==> config.mk <==
export PLATFORM = sky130hd
export DESIGN_NAME = task_table_round_robin_scheduler
export DESIGN_NICKNAME = d
export VERILOG_FILES = /design/src/hw/rtl/ttrrs_pkg.sv /design/src/hw/rtl/ttrrs_free_stack.sv /design/src/hw/rtl/task_table_round_robin_scheduler.sv
export SDC_FILE = /design/constraint.sdc
export NUM_CORES = 1
export LEC_CHECK = 0
export ABC_AREA = 1
export BUFFER_PORTS_ARGS = -buffer_cell sky130_fd_sc_hd__buf_2
export CORE_UTILIZATION = 65
export CTS_BUF_LIST = sky130_fd_sc_hd__clkbuf_8
export CTS_CLUSTER_DIAMETER = 30
export DETAILED_ROUTE_END_ITERATION = 10
export GPL_ROUTABILITY_DRIVEN = 0
export PLACE_DENSITY_LB_ADDON = 0.25
export SYNTH_ARGS = -nofsm -noshare
export SYNTH_HDL_FRONTEND = slang
export SYNTH_SLANG_ARGS = --single-unit
==> constraint.sdc <==
create_clock -name i_clk -period 5.2 [get_ports i_clk]
set_clock_uncertainty 0.05 [all_clocks]
set_input_delay 1.04 -clock i_clk [delete_from_list [all_inputs] [get_ports i_clk]]
set_output_delay 1.04 -clock i_clk [all_outputs]
set_load 0.005 [all_outputs]
==> src/hw/rtl/ttrrs_pkg.sv <==
// Shared constants, codes and types for the task table round-robin scheduler.
package ttrrs_pkg;

    localparam int SLOTS     = 16;
    localparam int SLOT_BITS = $clog2(SLOTS);
    localparam int CNT_BITS  = $clog2(SLOTS + 1);
    localparam int ID_BITS   = 32;

    localparam int OP_BITS     = 2;
    localparam int STATUS_BITS = 3;
    localparam int IDX_W       = 4;
    localparam int IDENT_W     = 32;

    localparam int IN_DATA_W  = 40;
    localparam int OUT_DATA_W = 40;

    localparam logic [1:0] ST_FREE  = 2'd0;
    localparam logic [1:0] ST_READY = 2'd1;
    localparam logic [1:0] ST_RUN   = 2'd2;

    localparam logic [OP_BITS-1:0] OP_CREATE = 2'd0;
    localparam logic [OP_BITS-1:0] OP_KILL   = 2'd1;
    localparam logic [OP_BITS-1:0] OP_SCHED  = 2'd2;
    localparam logic [OP_BITS-1:0] OP_YIELD  = 2'd3;

    localparam logic [STATUS_BITS-1:0] STS_OK       = 3'd0;
    localparam logic [STATUS_BITS-1:0] STS_NO_FREE  = 3'd1;
    localparam logic [STATUS_BITS-1:0] STS_NO_TASK  = 3'd2;
    localparam logic [STATUS_BITS-1:0] STS_KERNEL   = 3'd3;
    localparam logic [STATUS_BITS-1:0] STS_NO_READY = 3'd4;

    typedef struct packed {
        logic                 push;
        logic                 pop;
        logic [SLOT_BITS-1:0] push_slot;
    } t_stack_ctl;

    typedef struct packed {
        logic [CNT_BITS-1:0]  count;
        logic [SLOT_BITS-1:0] top_slot;
    } t_stack_sts;

    function automatic logic [SLOT_BITS-1:0] slot_inc(input logic [SLOT_BITS-1:0] idx);
        logic [SLOT_BITS-1:0] res;
        if (idx == SLOT_BITS'(SLOTS - 1)) begin
            res = '0;
        end else begin
            res = idx + SLOT_BITS'(1);
        end
        return res;
    endfunction

endpackage

==> src/hw/rtl/ttrrs_free_stack.sv <==
// Last-in-first-out stack of free slot numbers with fill count.
module ttrrs_free_stack
    import ttrrs_pkg::*;
(
    input  logic       i_clk,
    input  logic       i_rst_n,
    input  t_stack_ctl i_ctl,
    output t_stack_sts o_sts
);

    logic [SLOT_BITS-1:0] r_entry [SLOTS];
    logic [CNT_BITS-1:0]  r_count;
    logic [CNT_BITS-1:0]  top_ptr;

    assign top_ptr        = r_count - CNT_BITS'(1);
    assign o_sts.count    = r_count;
    assign o_sts.top_slot = r_entry[top_ptr[SLOT_BITS-1:0]];

    always_ff @(posedge i_clk) begin
        if (!i_rst_n) begin
            for (int i = 0; i < SLOTS; i++) begin
                r_entry[i] <= SLOT_BITS'(SLOTS - 1 - i);
            end
            r_count <= CNT_BITS'(SLOTS);
        end else if (i_ctl.pop && r_count != '0) begin
            r_count <= r_count - CNT_BITS'(1);
        end else if (i_ctl.push && r_count < CNT_BITS'(SLOTS)) begin
            r_entry[r_count[SLOT_BITS-1:0]] <= i_ctl.push_slot;
            r_count <= r_count + CNT_BITS'(1);
        end
    end

endmodule

==> src/hw/rtl/task_table_round_robin_scheduler.sv <==
// Top level: task slot table with create, kill, round-robin schedule and yield.
//
//  channel | dir | tdata (low bit up)                    | tuser
//  s_axis  | in  | target_id[31:0], user_task[32], pad   | op[1:0]
//  m_axis  | out | slot_index[3:0], task_ident[35:4], pad| status[2:0]
//
// Create and yield load the result register at accept and enter the done state,
// which loads the output word once the output is free. Kill and schedule step
// the shared read port over one slot per cycle, up to SLOTS slots. Reset is
// synchronous: all slots free, free stack full with slot 0 on top, no running
// task. s_axis_tready is high only while idle; a waiting result holds the block
// in the done state and so holds back the next accept.
module task_table_round_robin_scheduler
    import ttrrs_pkg::*;
(
    input  logic                   i_clk,
    input  logic                   i_rst_n,
    input  logic                   s_axis_tvalid,
    output logic                   s_axis_tready,
    input  logic [IN_DATA_W-1:0]   s_axis_tdata,   // target_id, user_task
    input  logic [OP_BITS-1:0]     s_axis_tuser,   // op
    output logic                   m_axis_tvalid,
    input  logic                   m_axis_tready,
    output logic [OUT_DATA_W-1:0]  m_axis_tdata,   // slot_index, task_ident
    output logic [STATUS_BITS-1:0] m_axis_tuser    // status
);

    localparam logic [1:0] S_IDLE  = 2'd0;
    localparam logic [1:0] S_KILL  = 2'd1;
    localparam logic [1:0] S_SCHED = 2'd2;
    localparam logic [1:0] S_DONE  = 2'd3;

    logic [1:0]             r_state;
    logic [1:0]             r_slot_state [SLOTS];
    logic [ID_BITS-1:0]     r_slot_ident [SLOTS];
    logic                   r_slot_user  [SLOTS];
    logic [ID_BITS-1:0]     r_last_ident;
    logic [SLOT_BITS-1:0]   r_next_start;
    logic                   r_run_valid;
    logic [SLOT_BITS-1:0]   r_run_slot;
    logic [SLOT_BITS-1:0]   r_idx;
    logic [SLOT_BITS-1:0]   r_cnt;
    logic [ID_BITS-1:0]     r_target;
    logic [STATUS_BITS-1:0] r_res_status;
    logic [SLOT_BITS-1:0]   r_res_slot;
    logic [ID_BITS-1:0]     r_res_ident;

    logic                   in_acc;
    logic [OP_BITS-1:0]     in_op;
    logic [ID_BITS-1:0]     in_target;
    logic                   in_user;
    logic [SLOT_BITS-1:0]   rd_addr;
    logic [1:0]             rd_state;
    logic [ID_BITS-1:0]     rd_ident;
    logic                   rd_user;
    logic                   rd_live;
    logic                   scan_last;
    logic                   kill_hit;
    logic                   kill_ok;
    logic                   create_ok;
    logic                   out_free;
    logic [SLOTS-1:0]       free_vec;
    t_stack_ctl             stk_ctl;
    t_stack_sts             stk_sts;

    assign s_axis_tready = (r_state == S_IDLE);
    assign in_acc        = s_axis_tvalid && s_axis_tready;
    assign in_op         = s_axis_tuser;
    assign in_target     = ID_BITS'(s_axis_tdata[31:0]);
    assign in_user       = s_axis_tdata[32];

    // one read port on the slot table, shared by the scan and the running slot
    assign rd_addr   = (r_state == S_IDLE) ? r_run_slot : r_idx;
    assign rd_state  = r_slot_state[rd_addr];
    assign rd_ident  = r_slot_ident[rd_addr];
    assign rd_user   = r_slot_user[rd_addr];
    assign rd_live   = (rd_state == ST_READY) || (rd_state == ST_RUN);
    assign scan_last = (r_cnt == SLOT_BITS'(SLOTS - 1));
    assign kill_hit  = (r_state == S_KILL) && rd_live && (rd_ident == r_target);
    assign kill_ok   = kill_hit && rd_user;
    assign create_ok = in_acc && (in_op == OP_CREATE) && (stk_sts.count != '0);
    assign out_free  = !m_axis_tvalid || m_axis_tready;

    assign stk_ctl.pop       = create_ok;
    assign stk_ctl.push      = kill_ok;
    assign stk_ctl.push_slot = r_idx;

    ttrrs_free_stack u_free_stack (
        .i_clk   (i_clk),
        .i_rst_n (i_rst_n),
        .i_ctl   (stk_ctl),
        .o_sts   (stk_sts)
    );

    always_comb begin
        for (int i = 0; i < SLOTS; i++) begin
            free_vec[i] = (r_slot_state[i] == ST_FREE);
        end
    end

    always_ff @(posedge i_clk) begin
        if (create_ok) begin
            r_slot_ident[stk_sts.top_slot] <= r_last_ident + ID_BITS'(1);
            r_slot_user[stk_sts.top_slot]  <= in_user;
        end
        if (in_acc) begin
            r_target <= in_target;
        end
    end

    always_ff @(posedge i_clk) begin
        if (!i_rst_n) begin
            r_state      <= S_IDLE;
            for (int i = 0; i < SLOTS; i++) begin
                r_slot_state[i] <= ST_FREE;
            end
            r_last_ident <= '0;
            r_next_start <= '0;
            r_run_valid  <= 1'b0;
            r_run_slot   <= '0;
            r_idx        <= '0;
            r_cnt        <= '0;
            r_res_status <= STS_OK;
            r_res_slot   <= '0;
            r_res_ident  <= '0;
        end else begin
            unique case (r_state)
                S_IDLE: begin
                    if (in_acc) begin
                        r_cnt <= '0;
                        unique case (in_op)
                            OP_CREATE: begin
                                r_state <= S_DONE;
                                if (create_ok) begin
                                    r_last_ident <= r_last_ident + ID_BITS'(1);
                                    r_slot_state[stk_sts.top_slot] <= ST_READY;
                                    r_res_status <= STS_OK;
                                    r_res_slot   <= stk_sts.top_slot;
                                    r_res_ident  <= r_last_ident + ID_BITS'(1);
                                end else begin
                                    r_res_status <= STS_NO_FREE;
                                    r_res_slot   <= '0;
                                    r_res_ident  <= '0;
                                end
                            end
                            OP_KILL: begin
                                r_idx   <= '0;
                                r_state <= S_KILL;
                            end
                            OP_SCHED: begin
                                // return the running task to ready before the scan
                                if (r_run_valid && rd_state == ST_RUN) begin
                                    r_slot_state[r_run_slot] <= ST_READY;
                                end
                                r_run_valid <= 1'b0;
                                r_idx       <= r_next_start;
                                r_state     <= S_SCHED;
                            end
                            default: begin
                                r_state <= S_DONE;
                                if (r_run_valid && rd_state == ST_RUN) begin
                                    r_slot_state[r_run_slot] <= ST_READY;
                                    r_res_status <= STS_OK;
                                    r_res_slot   <= r_run_slot;
                                    r_res_ident  <= rd_ident;
                                end else begin
                                    r_res_status <= STS_NO_TASK;
                                    r_res_slot   <= '0;
                                    r_res_ident  <= '0;
                                end
                                r_run_valid <= 1'b0;
                            end
                        endcase
                    end
                end
                S_KILL: begin
                    if (kill_hit) begin
                        r_state <= S_DONE;
                        if (rd_user) begin
                            r_slot_state[r_idx] <= ST_FREE;
                            if (r_run_valid && r_run_slot == r_idx) begin
                                r_run_valid <= 1'b0;
                            end
                            r_res_status <= STS_OK;
                            r_res_slot   <= r_idx;
                            r_res_ident  <= rd_ident;
                        end else begin
                            r_res_status <= STS_KERNEL;
                            r_res_slot   <= '0;
                            r_res_ident  <= '0;
                        end
                    end else if (scan_last) begin
                        r_state      <= S_DONE;
                        r_res_status <= STS_NO_TASK;
                        r_res_slot   <= '0;
                        r_res_ident  <= '0;
                    end else begin
                        r_idx <= slot_inc(r_idx);
                        r_cnt <= r_cnt + SLOT_BITS'(1);
                    end
                end
                S_SCHED: begin
                    if (rd_state == ST_READY) begin
                        r_state             <= S_DONE;
                        r_slot_state[r_idx] <= ST_RUN;
                        r_run_valid         <= 1'b1;
                        r_run_slot          <= r_idx;
                        r_next_start        <= slot_inc(r_idx);
                        r_res_status        <= STS_OK;
                        r_res_slot          <= r_idx;
                        r_res_ident         <= rd_ident;
                    end else if (scan_last) begin
                        r_state      <= S_DONE;
                        r_res_status <= STS_NO_READY;
                        r_res_slot   <= '0;
                        r_res_ident  <= '0;
                    end else begin
                        r_idx <= slot_inc(r_idx);
                        r_cnt <= r_cnt + SLOT_BITS'(1);
                    end
                end
                default: begin
                    if (out_free) begin
                        r_state <= S_IDLE;
                    end
                end
            endcase
        end
    end

    // output word register
    always_ff @(posedge i_clk) begin
        if (!i_rst_n) begin
            m_axis_tvalid <= 1'b0;
        end else if (r_state == S_DONE && out_free) begin
            m_axis_tvalid <= 1'b1;
        end else if (m_axis_tready) begin
            m_axis_tvalid <= 1'b0;
        end
    end

    always_ff @(posedge i_clk) begin
        if (r_state == S_DONE && out_free) begin
            m_axis_tuser <= r_res_status;
            m_axis_tdata <= {4'd0, IDENT_W'(r_res_ident), IDX_W'(r_res_slot)};
        end
    end

    a_run_slot_running: assert property (@(posedge i_clk) disable iff (!i_rst_n)
        (r_state == S_IDLE && r_run_valid) |-> (r_slot_state[r_run_slot] == ST_RUN))
        else $error("running slot not in running state");

    a_free_count_match: assert property (@(posedge i_clk) disable iff (!i_rst_n)
        (r_state == S_IDLE) |-> (32'(stk_sts.count) == 32'($countones(free_vec))))
        else $error("free stack count disagrees with free slots");

    a_free_count_bound: assert property (@(posedge i_clk) disable iff (!i_rst_n)
        stk_sts.count <= CNT_BITS'(SLOTS))
        else $error("free stack count overflow");

    a_status_legal: assert property (@(posedge i_clk) disable iff (!i_rst_n)
        m_axis_tvalid |-> (m_axis_tuser <= STS_NO_READY))
        else $error("illegal status code");

    a_error_zero: assert property (@(posedge i_clk) disable iff (!i_rst_n)
        (m_axis_tvalid && m_axis_tuser != STS_OK) |-> (m_axis_tdata == '0))
        else $error("error word carries nonzero slot or id");

endmodule
Word-level counts from Yosys, hierarchy flattened
Memories as Yosys holds them, arrays and structs flattened.
Cells that the tools add are included.
{"block": "word_totals", "register_bits": 167, "memories": 4, "ramBits": 624, "elab_cells": 191, "out_inout_bits": 45, "input_bits": 46}
{"block": "op_classes", "bitwise_logic": 2, "n_addsub": 5, "n_mux": 105, "n_lt_le_gt_ge": 1, "reduce_logical": 36, "eq_ne": 23}
{"name": "r_slot_ident", "words": 16, "word_bits": 32, "rd": 1, "rd_ports_with_merged_regs": 0, "wr": 1, "line": "task_table_round_robin_scheduler.sv:35", "rtl": "logic [ID_BITS-1:0] r_slot_ident [SLOTS];"}
{"name": "u_free_stack.r_entry", "words": 16, "word_bits": 4, "rd": 1, "rd_ports_with_merged_regs": 0, "wr": 16, "line": "ttrrs_free_stack.sv:11", "rtl": "logic [SLOT_BITS-1:0] r_entry [SLOTS];"}
{"name": "r_slot_state", "words": 16, "word_bits": 2, "rd": 1, "rd_ports_with_merged_regs": 0, "wr": 16, "line": "task_table_round_robin_scheduler.sv:34", "rtl": "logic [1:0] r_slot_state [SLOTS];"}
{"name": "r_slot_user", "words": 16, "word_bits": 1, "rd": 1, "rd_ports_with_merged_regs": 0, "wr": 1, "line": "task_table_round_robin_scheduler.sv:36", "rtl": "logic r_slot_user [SLOTS];"}
{"op": "two-way mux 32 bit", "count": 7}
{"op": "one-hot mux 32 bit (3 select lines)", "count": 1}
{"op": "two-way mux 4 bit", "count": 22}
{"op": "one-hot mux 32 bit (2 select lines)", "count": 1}
{"op": "two-way mux 1 bit", "count": 45}
{"op": "one-hot mux 4 bit (3 select lines)", "count": 3}
{"op": "adder 32 x 1 -> 32 bit (second input constant)", "count": 1}
{"op": "== test 32 bit", "count": 1}
{"op": "two-way mux 2 bit", "count": 12}
{"op": "one-hot mux 4 bit (2 select lines)", "count": 2}
{"op": "two-way mux 3 bit", "count": 5}
{"op": "inequality test 2 bit (second input constant)", "count": 7}
{"op": "logical AND 1 bit", "count": 11}
{"op": "two-way mux 5 bit", "count": 2}
{"op": "AND reduction 5 bit", "count": 2}
{"op": "OR reduction 2 bit", "count": 5}
{"op": "one-hot mux 3 bit (3 select lines)", "count": 1}
{"op": "adder 4 x 1 -> 4 bit (second input constant)", "count": 2}
{"op": "== test 2 bit (second input constant)", "count": 4}
{"op": "== test 4 bit (second input constant)", "count": 2}
{"op": "AND reduction 4 bit", "count": 2}
{"op": "AND reduction 7 bit", "count": 1}
{"op": "== test 2 x 1 -> 1 bit (second input constant)", "count": 3}
{"op": "inequality test 3 bit (second input constant)", "count": 2}
{"op": "22 further kinds", "count": 28}

Logic depth before layout (Yosys ltp)
Gate-level depths: netlist (run 1).
An unclocked memory read counts as a cell.
{"block": "depth", "depth_word": 15, "mapped_depth": 29}

Hierarchy
A second synthesis (run 1) with hierarchy kept.
{"block": "hier_totals", "hier_cells": 3598, "area_unflattened_um2": 36283.5}
{"mod": "task_table_round_robin_scheduler", "cells_per_inst": 3182, "n_inst": 1, "area_each_um2": 32688.9}
{"mod": "ttrrs_free_stack", "cells_per_inst": 416, "n_inst": 1, "area_each_um2": 3594.7}

Worst setup path after synthesis (run 1)
No wires, ideal clock.
{"block": "synth_path", "path_kind": "reg2reg", "startpoint": "register r_state[0]", "endpoint": "memory u_free_stack.r_entry[0][0] in the netlist's numbering, enable pin", "n_path_buf": 4, "path_slack_ns": 0.360, "arrival_time_ns": 4.429, "setup_time_ns": 0.361, "path_stages_with_launch": 26, "synth_period_minus_slack_ns": 4.840, "path_cell_list": "dfxtp_1 > inv_1 > ha_1 > inv_2 > nand2_2 > nand2_2 > buf_2 > buf_2 > clkbuf_1 > clkbuf_1 > o21ai_0 > o221ai_1 > o211ai_1 > nand2_1 > inv_1 > ha_1 > nor2_1 > a21boi_0 > nand2_1 > nor2_1 > nand2_1 > nor2_1 > nand4_4 > nor3_4 > inv_1 > o21ai_0"}
{"element": "start, declared", "line": "task_table_round_robin_scheduler.sv:33", "rtl": "logic [1:0] r_state;"}
{"element": "start signal, assigned", "line": "task_table_round_robin_scheduler.sv:113", "rtl": "r_state <= S_IDLE;"}
{"element": "start signal, assigned", "line": "task_table_round_robin_scheduler.sv:133", "rtl": "r_state <= S_DONE;"}
{"element": "start signal, assigned", "line": "task_table_round_robin_scheduler.sv:148", "rtl": "r_state <= S_KILL;"}
{"element": "end, declared", "line": "ttrrs_free_stack.sv:11"}

==> out/qor.tcl, run 1 <==
set qor(leakage_uw) 0.0153
set qor(io_buffer_count) 79
set qor(seq_area_frac_synth) 0.634
set qor(mostFrequentLayoutCells) {1003 x sky130_fd_sc_hd__nand2_1, 695 x sky130_fd_sc_hd__edfxtp_1, 671 x sky130_fd_sc_hd__nand3_1}
set qor(share_of_async_settable_or_async_resettable_flops_after_synthesis) 0
set qor(number_of_enable_type_register_cells_in_the_synthesized_netlist) 695
set qor(hp-start) {s_axis_tdata[14]}
set qor(fin_area_um2) 40500
set qor(grt_overflow_total) 0
set qor(syn_area_per_cell_um2) 9.95
set qor(worstPathMaxFanout) 68
set qor(place_inst) 4268
set qor(synth.area.top_cells) {sky130_fd_sc_hd__edfxtp_1 58%, sky130_fd_sc_hd__nand2_1 10%, sky130_fd_sc_hd__nand3_1 9.3%}
set qor(detail_route.drc_violations) 0
set qor(synthesis.instances) 3614
set qor(core_area_um2) 54200
set qor(clock_power_share) 0.251
set qor(placed_cell_area_um2) 37400
set qor(grt_pass1_vias) 27500
set qor(reg2reg_to) {r_slot_state[11][0]}
set qor(route.antenna.remaining_nets) 0
set qor(route.vias.total) 29300
set qor(slew_at_the_pin_closest_to_its_max_slew_limit_ns) 1.40
set qor(status) {finished, final reports clean}
set qor(seq_power_share) 0.323
set qor(synth_top_area_frac) 0.580
set qor(worst_hold_path.num_cells) 1
set qor(setup_violations) 0
set qor(timing.reg2reg.worst_path_depth) 25
set qor(relSlewSlack) 0.0576
set qor(final-hold-violation-count) 0
set qor(switching_share) 0.429
set qor(instances_no_fill) 4538
set qor(ir_drop_mv) 0.379
set qor(hp-class) {input port to flip-flop}
set qor(power_per_cell_area_nw_per_um2) 578
set qor(number_of_flip_flops_and_latches_in_the_synthesized_netlist) 791
set qor(area.growth.synth_to_final_pct) 12.7
set qor(crit_path_end_kind) {flip-flop}
set qor(cp-startpoint) {r_state[0]}
set qor(pwr-share-comb) 0.425
set qor(floorplan.rows) 85
set qor(design.die.area_um2) 56300
set qor(grt_max_degree) 137
set qor(hpwl_um) 62200
set qor(clockBufferDepth) 3
set qor(cp-start-kind) {flip-flop}
set qor(clock-sinks) 791
set qor(worst_hold_path.endpoint) {r_target[14]}
set qor(drt-total-wl_um) 107000
set qor(drtIter0Drc) 4372
set qor(cp_common_cell) {sky130_fd_sc_hd__nand2_1}
set qor(cts-hold-fix-buffers) 0
set qor(netlist_area_um2) 36000
set qor(synth.yosys.warnings) 0
set qor(final.setup.worst_slack_ns) 0.198
set qor(drv_slew) 0
set qor(total_power_uw) 23400
set qor(fin_crit_sh) 0.962
set qor(worst_path_max_delay_cell) {sky130_fd_sc_hd__dfxtp_1}
set qor(path_class) {flip-flop to flip-flop}
set qor(h_tree_depth) 4
set qor(grtUsageTotal) 0.371
set qor(tritoncts) {built}
set qor(peak_freq_mhz) 200
set qor(netlist-cell-type-count) 50
set qor(fin_crit_ns) 5.00
set qor(clock_tree.root_cell) {sky130_fd_sc_hd__clkbuf_8}
set qor(nNetsFinal) 3798
set qor(synth_top_area_cell) {sky130_fd_sc_hd__edfxtp_1}
set qor(maxCapViolCount) 0
set qor(dominantRegCellSynth) {sky130_fd_sc_hd__edfxtp_1}
set qor(grt_pass1_wl_um) 156000
set qor(timing.critical_path.arrival_ns) 5.44
set qor(antenna_found_initial) 2
set qor(cp_slowest_stage_delay_ns) 0.42
set qor(clock_insertion_delay_worst_skew_ns) 0.82
set qor(regToRegSetupSlack_ns) 0.20
set qor(post_drt_via_cell_ratio) 6.45
set qor(critPathRequiredTime_ns) 5.64
set qor(layout_commonest_cell) {sky130_fd_sc_hd__nand2_1}
set qor(die_width_um) 237
set qor(cell_int_power_uw) 13400
set qor(numCtsBuffers) 142
set qor(routed_wire_length_per_instance_um) 23.5
set qor(netSwitchingPower_uw) 10000
set qor(place_worst_setup_slack_ns) 0.255
set qor(clk_transition_reported_paths_ns) 0.06
set qor(r2r_start) {r_state[0]}
set qor(layout-drive-gt1-share) 0.124
set qor(detailedRoute.firstPassIterationCount) 6
set qor(finalSetupTns_ns) 0
set qor(die_h_um) 237
set qor(rsz_0062_raised_after_global_routing) {false}
set qor(io_pins) 91
set qor(initial_utilization) 0.663
state kept, by name, summed over array words and instances (netlist names), 2 cells and up:
register and count:
r_slot_ident 512, u_free_stack.r_entry 64, m_axis_tdata 36, r_last_ident 32, r_res_ident 32, r_slot_state 32, r_target 32, r_slot_user 16
u_free_stack.r_count 5, r_cnt 4, r_idx 4, r_next_start 4, r_res_slot 4, r_run_slot 4, m_axis_tuser 3, r_res_status 3
r_state 2
cell usage after synthesis, types with 3 or more instances:
cell                       count
sky130_fd_sc_hd__xnor2_1      10
sky130_fd_sc_hd__buf_2        74
sky130_fd_sc_hd__nand3_1     671
sky130_fd_sc_hd__o21ai_0     113
sky130_fd_sc_hd__mux2i_1      14
sky130_fd_sc_hd__nor2_2       12
sky130_fd_sc_hd__nor2_1      205
sky130_fd_sc_hd__ha_1         20
sky130_fd_sc_hd__buf_4        21
sky130_fd_sc_hd__nand3b_1     21
sky130_fd_sc_hd__nand2_2      13
sky130_fd_sc_hd__o22ai_1      12
sky130_fd_sc_hd__buf_1        13
sky130_fd_sc_hd__nand2_1    1003
sky130_fd_sc_hd__xor2_1       21
sky130_fd_sc_hd__a21oi_1     100
sky130_fd_sc_hd__inv_1       185
sky130_fd_sc_hd__nor3_2       10
sky130_fd_sc_hd__clkbuf_1    106
sky130_fd_sc_hd__nand4_1      25
sky130_fd_sc_hd__o32ai_1       3
sky130_fd_sc_hd__nor3_1       18
sky130_fd_sc_hd__nand3_2       5
sky130_fd_sc_hd__a31oi_1      15
sky130_fd_sc_hd__o211ai_1     13
sky130_fd_sc_hd__dfxtp_1      96
sky130_fd_sc_hd__nor4_1        6
sky130_fd_sc_hd__or2_2         3
sky130_fd_sc_hd__a22oi_1       4
sky130_fd_sc_hd__inv_2        22
sky130_fd_sc_hd__buf_6         6
sky130_fd_sc_hd__o21ai_1       8
sky130_fd_sc_hd__o221ai_1     49
sky130_fd_sc_hd__edfxtp_1    695
sky130_fd_sc_hd__o21ai_2       3
timing repair:
item	CTS	global route
setup endpoints to repair	0	82
setup buffers	0	10
resized for setup	0	10
critical path: cells and delay by family (launching register included):
kind,cells,cell delay [ns]
and+or+nand+nor,19,2.85
buffers and inverters,4,0.82
DFF,1,0.42
AOI/OAI and AO/OA,1,0.26
adders and majority gates,1,0.25
how the worst max path moves through the flow:
stage,depth (start not counted),to
6_report,25,r_slot_state[11][0]
5_1_grt,26,u_free_stack.r_entry[1][0]
4_1_cts,19,u_free_stack.r_entry[2][1]
3_5_place_dp,19,u_free_stack.r_entry[1][1]
3_3_place_gp,19,u_free_stack.r_entry[2][0]
2_1_floorplan,25,u_free_stack.r_entry[0][0]
cell families after synthesis:
| family | share of synthesized area |
|---|---|
| mux | 0.00390 |
| xor+xnor | 0.00755 |
| flops | 0.634 |
| other cells | 0.000104 |
| compound gates | 0.0535 |
| buf+inv | 0.0508 |
| fa+ha+maj | 0.00696 |
| simple gates | 0.244 |
layer usage:
layer	GRT usage	up-vias	wire, um
li1	-	12800	-
met1	0.461	13700	36200
met2	0.580	2334	49400
met3	0.0930	440	14000
met4	0.247	0	7130
met5	0	-	0
layout make-up:
class | instances | area, um2
antenna | 2 | 5.00
clock buffer | 146 | 2010
clock inverter | 106 | 847
fill | 3476 | 13700
inverter | 209 | 785
multi-input combinational | 2399 | 11600
sequential | 791 | 22800
tap | 696 | 871
timing repair buffer | 189 | 1580
stage by stage:
stage,hold WS [ns],utilization
2_1_floorplan,0.359,-
3_3_place_gp,0.374,0.689
3_5_place_dp,0.378,0.689
4_1_cts,0.320,0.742
5_1_grt,0.329,0.747
6_report,0.350,0.747
power groups by stage:
| stage | combinational (uW) | sequential [uW] | clock (uW) |
|---|---|---|---|
| after detailed placement | 9210 | 7680 | 0 |
| final | 9960 | 7570 | 5880 |
| after floorplan | 6060 | 7580 | 0 |
| after global routing | 10500 | 7590 | 6170 |
| after global placement | 8920 | 7670 | 0 |
| after CTS | 9300 | 7560 | 5870 |
No activity file was read; power rests on OpenSTA's default activity.
==> run 2: changes to the inputs <==
--- a/config.mk
+++ b/config.mk
@@ -15,4 +15,5 @@
 export PLACE_DENSITY_LB_ADDON = 0.25
 export SYNTH_ARGS = -nofsm -noshare
 export SYNTH_HDL_FRONTEND = slang
+export SYNTH_HIERARCHICAL = 1
 export SYNTH_SLANG_ARGS = --single-unit
==> run 2 against run 1 <==
  * Sequential power grew 1%
  * Final cell count rose by 1.0%
  * Sequential share of layout area decreased by 0.38 points
==> out/qor.tcl, run 2 <==
set qor(dominantRegCellSynth) {sky130_fd_sc_hd__edfxtp_1}
set qor(regMostFlops) {r_slot_ident}
set qor(detailedRoute.firstPassIterationCount) 8
set qor(final_design_utilization) 0.741
set qor(number_of_flip_flops_and_latches_in_the_synthesized_netlist) 791
set qor(die_width_um) 238
set qor(antenna_found_initial) 2
set qor(grt_pass1_vias) 28100
set qor(synth_top_area_frac) 0.575
set qor(tritoncts) {built}
set qor(crit_path_end_kind) {flip-flop}
set qor(largest_reg_flops) 512
set qor(post_drt_via_cell_ratio) 6.42
set qor(synth_top_area_cell) {sky130_fd_sc_hd__edfxtp_1}
set qor(finalSetupTns_ns) 0
set qor(ir_drop_mv) 0.839
set qor(layout_commonest_cell) {sky130_fd_sc_hd__nand2_1}
set qor(fin_crit_ns) 5.05
set qor(clock_tree.root_cell) {sky130_fd_sc_hd__clkbuf_8}
set qor(clock-sinks) 791
set qor(syn_area_per_cell_um2) 10.1
set qor(biggest_registers_after_layout) {r_slot_ident x512, u_free_stack/r_entry x64, m_axis_tdata x36}
set qor(leakage_uw) 0.0151
set qor(status) {finished, final reports clean}
set qor(fin_crit_sh) 0.972
set qor(synth.area.top_cells) {sky130_fd_sc_hd__edfxtp_1 58%, sky130_fd_sc_hd__nand2_1 9.9%, sky130_fd_sc_hd__nand3_1 8.9%}
set qor(seq_area_frac_synth) 0.628
set qor(netlist_area_um2) 36300
set qor(cp-start-kind) {flip-flop}
set qor(fillCellCount) 3650
set qor(cts-hold-fix-buffers) 0
set qor(synth_most_common_cell) {sky130_fd_sc_hd__nand2_1}
set qor(number_of_enable_type_register_cells_in_the_synthesized_netlist) 695
set qor(slew_at_the_pin_closest_to_its_max_slew_limit_ns) 1.31
set qor(nNetsFinal) 3776
set qor(io_buffer_count) 79
set qor(netlist-cell-type-count) 48
set qor(maxCapViolCount) 0
set qor(route.antenna.remaining_nets) 0
set qor(h_tree_depth) 4
set qor(worstPathMaxFanout) 98
set qor(die_h_um) 238
set qor(hpwl_um) 61800
set qor(clk_transition_reported_paths_ns) 0.06
set qor(timing.critical_path.arrival_ns) 5.49
set qor(floorplan.rows) 86
set qor(power_per_cell_area_nw_per_um2) 572
set qor(peak_freq_mhz) 198
set qor(grt_max_degree) 133
set qor(grt_overflow_total) 0
set qor(critPathRequiredTime_ns) 5.64
set qor(grt_pass1_wl_um) 156000
set qor(path_class) {flip-flop to flip-flop}
set qor(drtIter0Drc) 4517
set qor(relSlewSlack) 0.121
set qor(layout-drive-gt1-share) 0.133
set qor(drv_slew) 0
set qor(synthesis.instances) 3598
set qor(routed_wire_length_per_instance_um) 22.8
set qor(design.die.area_um2) 56800
set qor(hp-class) {input port to flip-flop}
set qor(setup_violations) 0
set qor(area.growth.synth_to_final_pct) 12.5
set qor(final-hold-violation-count) 0
set qor(clockBufferDepth) 3
set qor(clock_insertion_delay_worst_skew_ns) 0.82
set qor(core_area_um2) 55100
set qor(initial_utilization) 0.659
set qor(drt-total-wl_um) 104000
set qor(detail_route.drc_violations) 0
set qor(numCtsBuffers) 151
set qor(grtUsageTotal) 0.368
set qor(io_pins) 91
set qor(synth.yosys.warnings) 6
set qor(mostFrequentLayoutCells) {957 x sky130_fd_sc_hd__nand2_1, 695 x sky130_fd_sc_hd__edfxtp_1, 642 x sky130_fd_sc_hd__nand3_1}
set qor(share_of_async_settable_or_async_resettable_flops_after_synthesis) 0
set qor(route.vias.total) 29400
set qor(ys_top_cells_by_count) {957 x sky130_fd_sc_hd__nand2_1, 695 x sky130_fd_sc_hd__edfxtp_1, 642 x sky130_fd_sc_hd__nand3_1}
-- run 2: per-stage QoR --
| step | total power [uW] | hold WS (ns) | cells | instance area, um2 | setup WS [ns] |
|---|---|---|---|---|---|
| after floorplan | 13800 | 0.353 | 3601 | 36300 | 0.457 |
| after global placement | 16000 | 0.370 | 4301 | 37400 | 0.276 |
| after detailed placement | 16400 | 0.371 | 4301 | 37400 | 0.221 |
| after CTS | 22900 | 0.308 | 4578 | 40700 | 0.186 |
| after global routing | 24200 | 0.323 | 4584 | 40800 | -0.0592 |
| final | 23300 | 0.360 | 4584 | 40800 | 0.148 |
-- run 2: report_power, final --
| part | switching [uW] | total (uW) | internal, uW |
|---|---|---|---|
| clock network | 2700 | 6530 | 3830 |
| logic | 6670 | 9140 | 2470 |
| registers | 347 | 7670 | 7320 |
-- run 2: area by class of cell --
class / instances / area (um2) / area share
Multi-Input combinational cell: 2436 / 11900 / 0.292
Tap cell: 748 / 936 / 0.0229
Clock inverter: 117 / 1070 / 0.0262
Timing Repair Buffer: 174 / 1290 / 0.0316
Inverter: 157 / 592 / 0.0145
Clock buffer: 160 / 2200 / 0.0540
Antenna cell: 1 / 2.50 / 0.0000613
Sequential cell: 791 / 22800 / 0.559
-- run 2: critical path, cell delays in order (launching register included) --
cell,delay (ns)
sky130_fd_sc_hd__dfxtp_1,0.35
sky130_fd_sc_hd__inv_1,0.17
sky130_fd_sc_hd__ha_4,0.26
sky130_fd_sc_hd__nand2_2,0.21
sky130_fd_sc_hd__nand2_8,0.33
sky130_fd_sc_hd__buf_16,0.34
sky130_fd_sc_hd__nand2_1,0.11
sky130_fd_sc_hd__nand3_1,0.10
sky130_fd_sc_hd__nand3_1,0.11
sky130_fd_sc_hd__nand3_1,0.25
sky130_fd_sc_hd__nand2_1,0.18
sky130_fd_sc_hd__nand2_1,0.24
sky130_fd_sc_hd__inv_1,0.08
sky130_fd_sc_hd__nor2_1,0.10
sky130_fd_sc_hd__nand2_1,0.06
sky130_fd_sc_hd__nor2_1,0.12
sky130_fd_sc_hd__nand2_1,0.12
sky130_fd_sc_hd__nor2_4,0.24
sky130_fd_sc_hd__nand3_2,0.18
sky130_fd_sc_hd__nand2_4,0.15
sky130_fd_sc_hd__nand3_1,0.13
sky130_fd_sc_hd__nand2_2,0.18
sky130_fd_sc_hd__nand3_2,0.21
sky130_fd_sc_hd__o21ai_1,0.28
-- run 2: what timing repair did --
action,in CTS,in global routing
resized for setup,0,11
setup endpoints to repair,0,133
buffers inserted,0,5
-- run 2: worst paths after layout --
path	slack, ns	depth (start not counted)	start	end
max	0.15	23	r_state[0]	r_slot_state[15][1]
min	0.36	1	s_axis_tdata[1]	r_target[1]
max reg2reg	0.15	23	r_state[0]	r_slot_state[15][1]
min reg2reg	0.39	0	r_res_status[0]	m_axis_tuser[0]
-- run 2: cell families (layout without fill, tap and decap cells) --
| family | Yosys count | after routing | synth area share |
|---|---|---|---|
| other cells | 1 | 5 | 0.000103 |
| buf+inv | 374 | 608 | 0.0490 |
| simple gates | 2015 | 2015 | 0.250 |
| compound gates | 369 | 369 | 0.0590 |
| xor+xnor | 29 | 29 | 0.00752 |
| flops | 791 | 791 | 0.628 |
| fa+ha+maj | 19 | 19 | 0.00655 |
-- run 2: metal layers --
layer | global-route usage | part of all wire | vias to the layer above
met5 | 0 | 0.00011 | -
met1 | 0.464 | 0.35 | 13800
met3 | 0.104 | 0.13 | 450
li1 | - | - | 12900
met2 | 0.567 | 0.45 | 2275
met4 | 0.227 | 0.060 | 2
